## src/sv/matrix_inverse_4x4_macros.svh

```systemverilog
// ----------------------------------------------------------------------------
// matrix_inverse_4x4 assertion macros
// Shorthand for the clocked implication checks used in the intake (mi4_front).
// ----------------------------------------------------------------------------
`ifndef MATRIX_INVERSE_4X4_MACROS_SVH
`define MATRIX_INVERSE_4X4_MACROS_SVH

// Same-cycle implication, off while reset is asserted.
`define MI4_ASSERT_IMP(name, clk, rst_n, ante, cons, msg) \
	name: assert property (@(posedge clk) disable iff (!rst_n) (ante) |-> (cons)) \
		else $error(msg);

// Next-cycle implication, off while reset is asserted.
`define MI4_ASSERT_NXT(name, clk, rst_n, ante, cons, msg) \
	name: assert property (@(posedge clk) disable iff (!rst_n) (ante) |=> (cons)) \
		else $error(msg);

`endif

```

## src/sv/mi4_pkg.sv

```systemverilog
// ----------------------------------------------------------------------------
// mi4_pkg
// Shared constants, types and index tables of the 4x4 matrix inverse.
// ----------------------------------------------------------------------------
package mi4_pkg;

	localparam int ELEMENT_WIDTH_DEF = 32;
	localparam int FRACTION_BITS_DEF = 16;
	localparam int MATRIX_ELEMS      = 16;
	localparam int OQ_DEPTH          = 2;

	// back to front: bank free and element read address
	typedef struct packed {
		logic       bank_free;
		logic [3:0] rd_addr;
	} bk_req_t;

	// Element index of factor j of triple product t of cofactor k (k = x*4+y).
	// Even t: a[r0][c0]*a[r1][c1]*a[r2][c2]; odd t: a[r2][c0]*a[r1][c1]*a[r0][c2].
	// Columns rotate once per pair of terms.
	function automatic logic [3:0] term_elem(input logic [3:0] k, input logic [2:0] t,
			input logic [1:0] j);
		logic [1:0] x, y, r0, r1, r2, c0, c1, c2, row, col;
		x  = k[3:2];
		y  = k[1:0];
		r0 = y + 2'd1;
		r1 = y + 2'd2;
		r2 = y + 2'd3;
		case (t[2:1])
			2'd0: begin
				c0 = x + 2'd1; c1 = x + 2'd2; c2 = x + 2'd3;
			end
			2'd1: begin
				c0 = x + 2'd3; c1 = x + 2'd1; c2 = x + 2'd2;
			end
			default: begin
				c0 = x + 2'd2; c1 = x + 2'd3; c2 = x + 2'd1;
			end
		endcase
		case (j)
			2'd0: begin
				row = t[0] ? r2 : r0; col = c0;
			end
			2'd1: begin
				row = r1; col = c1;
			end
			default: begin
				row = t[0] ? r0 : r2; col = c2;
			end
		endcase
		return {row, col};
	endfunction

endpackage

```

## src/sv/mi4_outq.sv

```systemverilog
// ----------------------------------------------------------------------------
// mi4_outq
// Small result queue between the back end and the result port.
// ----------------------------------------------------------------------------
module mi4_outq import mi4_pkg::*; #(
	parameter int DATA_WIDTH = ELEMENT_WIDTH_DEF + 2
) (
	input  logic                  clk,
	input  logic                  arst_n,
	input  logic                  wr,
	input  logic [DATA_WIDTH-1:0] wr_data,
	output logic                  oq_full,
	output logic                  empty,
	input  logic                  pop,
	output logic [DATA_WIDTH-1:0] rd_data
);

	localparam int AW = $clog2(OQ_DEPTH);

	logic [DATA_WIDTH-1:0] slot_q [OQ_DEPTH];
	logic [AW-1:0]         wp_q;
	logic [AW-1:0]         rp_q;
	logic [AW:0]           cnt_q;
	logic                  do_pop;

	assign oq_full = (cnt_q == (AW+1)'(OQ_DEPTH));
	assign empty   = (cnt_q == '0);
	assign do_pop  = pop && !empty;
	assign rd_data = slot_q[rp_q];

	always_ff @(posedge clk) begin
		if (wr) begin
			slot_q[wp_q] <= wr_data;
		end
	end

	always_ff @(posedge clk or negedge arst_n) begin
		if (!arst_n) begin
			wp_q  <= '0;
			rp_q  <= '0;
			cnt_q <= '0;
		end else begin
			if (wr) begin
				wp_q <= (wp_q == AW'(OQ_DEPTH-1)) ? '0 : wp_q + 1'b1;
			end
			if (do_pop) begin
				rp_q <= (rp_q == AW'(OQ_DEPTH-1)) ? '0 : rp_q + 1'b1;
			end
			case ({wr, do_pop})
				2'b10:   cnt_q <= cnt_q + 1'b1;
				2'b01:   cnt_q <= cnt_q - 1'b1;
				default: cnt_q <= cnt_q;
			endcase
		end
	end

endmodule

```

## config.mk

```make
export PLATFORM = sky130hd
export DESIGN_NAME = mi4_outq
export DESIGN_NICKNAME = d
export VERILOG_FILES = /design/src/sv/matrix_inverse_4x4_macros.svh /design/src/sv/mi4_pkg.sv /design/src/sv/mi4_outq.sv
export SDC_FILE = /design/constraint.sdc
export NUM_CORES = 1
export LEC_CHECK = 0
export ABC_AREA = 1
export BUFFER_PORTS_ARGS = -buffer_cell sky130_fd_sc_hd__buf_2
export CAP_MARGIN = 20
export CORE_AREA = 2 2 82 84
export DETAILED_ROUTE_END_ITERATION = 16
export DIE_AREA = 0 0 84 86
export PLACE_DENSITY = 0.67
export SLEW_MARGIN = 20
export SYNTH_ARGS = -nofsm -noshare
export SYNTH_HDL_FRONTEND = slang
export SYNTH_SLANG_ARGS = --single-unit
export TNS_END_PERCENT = 1
```

## constraint.sdc

```tcl
create_clock -name clk -period 6.3 [get_ports clk]
set_input_delay 0.315 -clock clk [delete_from_list [all_inputs] [get_ports clk]]
set_output_delay 0.315 -clock clk [all_outputs]
set_load 0.01 [all_outputs]
```

# Yosys cells after proc, flatten, opt, wreduce, memory -nomap -nowiden
# Memories as Yosys holds them, arrays and structs flattened.
# Index checks and enable logic that the tools add are counted.
[word_totals]
ramBits = 68
ff_bits = 4
output_inout_bits = 36
mem_count = 1
[mem_list]
columns = ["name", "words", "width", "rd", "rd_clocked_by_memory_dff", "write_ports", "line", "rtl"]
rows = [
  ["slot_q", 2, 34, 1, 0, 1, "mi4_outq.sv:20", "logic [DATA_WIDTH-1:0] slot_q [OQ_DEPTH];"],
]
[classes]
eq_ne = 3
n_mux = 5
addsub = 4
n_reduce_logical = 4
[op_table]
columns = ["operator", "n"]
rows = [
  ["2-bit equality test, second input constant", 2],
  ["1-bit two-way mux", 4],
  ["2-bit one-hot mux with 2 select lines", 1],
  ["1-bit adder, second input constant", 2],
  ["2-bit by 1-bit adder with 2-bit output, second input constant", 1],
  ["2-bit by 1-bit equality test with 1-bit output, second input constant", 1],
  ["2-bit zero test", 1],
  ["2-bit nonzero test", 1],
  ["2-bit by 1-bit subtractor with 2-bit output, second input constant", 1],
  ["1-bit logical AND", 1],
  ["1-bit zero test", 1],
]

# Logic depth before layout (Yosys ltp)
[logic_depth]
word_depth = 5
ltp_mapped = 10

# Worst setup path before layout
# No wires, ideal clock.
[synth_path]
path_type = "reg-to-reg"
from = "register wp_q"
to = "memory slot_q[0][0] (netlist name), enable pin"
setup_slack_ns = 4.027
path_stages_with_launch = 2
period_less_slack_ns = 2.273
n_path_buf = 0
arrival_ns = 1.847
cell_sequence = "dfrtp_1 nor2_1"
[synth_lines]
columns = ["element", "line", "rtl"]
rows = [
  ["from (decl)", "mi4_outq.sv:21", "logic [AW-1:0] wp_q;"],
  ["from (signal assigned)", "mi4_outq.sv:44", "wp_q <= (wp_q == AW'(OQ_DEPTH-1)) ? '0 : wp_q + 1'b1;"],
  ["to (decl)", "mi4_outq.sv:20", ""],
]
# No word-level cell before the write port.

# Worst setup path in the final report
[layout_path]
from = "register rp_q"
to = "output port rd_data[18]"
[layout_between]
elab_chain_cells = 1
[layout_rtl]
columns = ["element", "line", "rtl"]
rows = [
  ["from (decl)", "mi4_outq.sv:22", "logic [AW-1:0] rp_q;"],
  ["from (signal assigned)", "mi4_outq.sv:47", "rp_q <= (rp_q == AW'(OQ_DEPTH-1)) ? '0 : rp_q + 1'b1;"],
  ["memory 2 x 34 bit", "-", ""],
  ["to (decl)", "mi4_outq.sv:15", "output logic [DATA_WIDTH-1:0] rd_data"],
]
# Every way passes these cells.

==> out/results.md <==
| Metric | This run |
| --- | --- |
| Number of cell instances on the worst register-to-register path | 3 |
| Number of setup buffers added after CTS | 0 |
| I/O pins | 74 |
| CTS Sinks | 72 |
| Post-synthesis sequential area ratio | 77.7% |
| Cells traversed along the worst timing path | buf_4 -> inv_8 -> nand2_1 -> nand2_1 -> buf_2 |
| Max Slew Vio Count | 0 |
| Maximum vdd ir drop | 0.000232 V |
| Mean number of vias per cell | 4.64 |
| DRC violation count after routing | 0 |
| Placeable core area | 6280 um^2 |
| Critical Path Sink | rd_data[18] |
| Syn Area/Cell | 13.3 um^2 |
| Placer congestion estimate | 0.700 |
| Cells after synthesis | 207 |
| Via count of the first global-routing pass | 1676 |
| WL final | 5.00 mm |
| Crit-path slowest cell | sky130_fd_sc_hd__dfrtp_1 |
| Router iterations before antenna repair | 4 |
| Clock-pin slew on the worst setup and hold paths | 0.07 ns |
| Commonest non-fill, non-tap cell in the layout | sky130_fd_sc_hd__nand2_1 |
| Overall die width | 84 um |
| Layout cells sized above 1 | 34.6% |
| CP arrival | 1.90 ns |
| Launching instance or port of the critical path | rp_q |
| Area growth from synthesis to layout | 22.0% |
| Maximum number of pins on one net before global-route repair | 36 |
| Number of H-tree branching levels | 3 |
| Count of unique library cells instantiated by Yosys | 15 |
| Endpoint kind of the worst setup timing path | output pin |
| Max Root-Sink Buffers | 2 |
| Overall die area | 7220 um^2 |
| Minimum clock period after layout | 2.22 ns |
| Number of antenna cells inserted | 0 |
| Largest cells by area after synthesis | sky130_fd_sc_hd__edfxtp_1, sky130_fd_sc_hd__nand2_1, sky130_fd_sc_hd__dfrtp_1, sky130_fd_sc_hd__nand2_2, sky130_fd_sc_hd__buf_6 |
| Type of the worst setup path | reg2out |
| Overall routing resource usage | 14.5% |
| Leakage component of the power | 1.49 nW |
| CP startpoint kind | flop |
| Clk_skew | 0.00478 ns |
| RSZ-0062 raised after global routing | false |
| Count of max-cap constraint violations | 0 |
| Filler cell count in the final layout | 556 |
| Worst Path Max Fanout | 35 |
| Post-synth top area share | 74.1% |
| Synth Cell Area | 2760 um^2 |
| Data required time of the critical path | 5.98 ns |
| Startpoint of the lowest-slack register-to-register path | wp_q |
| Initial antenna violation count | 0 |
| Syn. warnings | 0 |
| Clock root buffer | sky130_fd_sc_hd__clkbuf_8 |
| Post-synthesis net count | 246 |
| Critical Path Most Common Cell | sky130_fd_sc_hd__nand2_1 |
| Largest stage delay, worst path | 0.75 ns |
| Post-route fraction of the period consumed by the critical path | 35.2% |
| Starting Density | 43.9% |
| GR Overflow Total | 0 |
| First-iteration detailed-routing DRC count | 135 |
| Nets@finish | 326 |
| Die boundary height | 86 um |
| Commonest non-fill, non-tap cells in the layout | sky130_fd_sc_hd__nand2_1, sky130_fd_sc_hd__buf_2, sky130_fd_sc_hd__edfxtp_1, sky130_fd_sc_hd__nand2_2, sky130_fd_sc_hd__clkbuf_8 |
| Global-route wire length before repair | 7.92 mm |
| Pwr per Cell Area | 443 nW/um^2 |
| Fin Setup TNS | 0 ns |
| Source-to-sink clock delay at the later pin of the worst-skew pair | 0.33 ns |
| Worst min-delay path startpoint | wr_data[10] |
| Yosys reg bits | 72 |
| Highest achievable clock rate | 451 MHz |
| Slack of the worst reg-to-reg path | 4.59 ns |
| Gates resized, CTS repair | 0 |
| Post-detailed-route wirelength per cell | 13.5 um |
| Total power | 1.49 mW |
| Slew @ Worst Pin | 1.03 ns |
| Class of the worst hold path | in2reg |
| Final number of setup-violating endpoints | 0 |
| IO Port Bufs | 73 |
| Outcome | completed |
| Total number of vias | 1711 |
| Cell type with the highest aggregate area in the netlist | sky130_fd_sc_hd__edfxtp_1 |
| Relative slew slack | 31.2% |
| Number of buffers created by CTS | 9 |
| Reg2reg end | slot_q[1][22] |
| Sequential cell area | 2140 um^2 |
| Hold Fails Final Rpt | 0 |
| Placed wire-length estimate after detailed placement | 3.25 mm |
| Rows | 29 |
| Routed Antenna Nets | 0 |
| Total area of multi-input combinational cells | 503 um^2 |
| CTS tree | built |
## layer usage
| metal | global-route usage, % | wire length (um) | up-vias |
|---|---|---|---|
| met5 | 0 | 0 | - |
| met2 | 23.7 | 2360 | 63 |
| met3 | 4.52 | 343 | 8 |
| li1 | - | - | 844 |
| met4 | 5.28 | 57 | 0 |
| met1 | 18.5 | 2240 | 796 |
## synthesized netlist by cell type
| cell | number |
|---|---|
| sky130_fd_sc_hd__ha_1 | 1 |
| sky130_fd_sc_hd__buf_6 | 3 |
| sky130_fd_sc_hd__inv_1 | 8 |
| sky130_fd_sc_hd__dfrtp_1 | 4 |
| sky130_fd_sc_hd__buf_4 | 3 |
| sky130_fd_sc_hd__nand3_1 | 2 |
| sky130_fd_sc_hd__xnor2_1 | 1 |
| sky130_fd_sc_hd__inv_8 | 1 |
| sky130_fd_sc_hd__nor2_1 | 2 |
| sky130_fd_sc_hd__buf_12 | 1 |
| sky130_fd_sc_hd__xor2_1 | 1 |
| sky130_fd_sc_hd__edfxtp_1 | 68 |
| sky130_fd_sc_hd__nand2_2 | 10 |
| sky130_fd_sc_hd__nand4_1 | 1 |
| sky130_fd_sc_hd__nand2_1 | 101 |
## stage by stage
step                      area (um^2)  setup WS (ns)  hold slack [ns]  std cells  util [%]
after global placement           3160           4.41            0.129        352      50.4
after CTS                        3360           4.04            0.152        369      53.5
after detailed placement         3160           4.42            0.133        352      50.4
after global routing             3360           3.93            0.153        369      53.5
after floorplan                  2760           4.03           0.0194        207         -
final                            3360           4.08            0.166        369      53.5
## timing repair
item | in CTS | in global routing
setup endpoints to repair | 0 | 0
endpoints found under the hold margin | 4 | 0
hold buffers | 1 | 0
## critical path: cells and delay by family, from the launching register on
kind / cells / cell delay (ns)
DFF: 1 / 0.75
buffers and inverters: 3 / 0.64
and+or+nand+nor: 2 / 0.16
## logic make-up after synthesis
group / Yosys count / share of synthesized area [%]
adder cells (fa/ha/maj): 1 / 0.454
flip-flops: 72 / 77.7
buffers and inverters: 16 / 4.27
AND/OR/NAND/NOR: 116 / 16.9
XOR/XNOR: 2 / 0.636
## sequential cells by signal, indices dropped and copies added (netlist names)
name	flops
cnt_q	2
rp_q	1
slot_q	68
wp_q	1
## layout make-up
class,count,area share [%]
timing repair buffer,76,11.6
sequential,72,63.7
clock buffer,10,3.80
inverter,9,1.23
multi-input combinational,119,15.0
tap,77,2.87
clock inverter,6,1.79
## how the worst min path moves through the flow
stage	endpoint	slack [ns]	cells past startpoint
after floorplan	cnt_q[0]	0.02	0
after global placement	cnt_q[1]	0.13	1
after detailed placement	cnt_q[1]	0.13	1
after CTS	slot_q[0][10]	0.15	1
after global routing	slot_q[0][13]	0.15	1
final	slot_q[1][10]	0.17	1
## report_power, final
group	internal (mW)	switching (mW)	total, mW
clock network	0.181	0.161	0.342
registers	0.638	0.0489	0.687
logic	0.162	0.300	0.461
total	0.981	0.510	1.49
(Power assumes the default switching activity.)
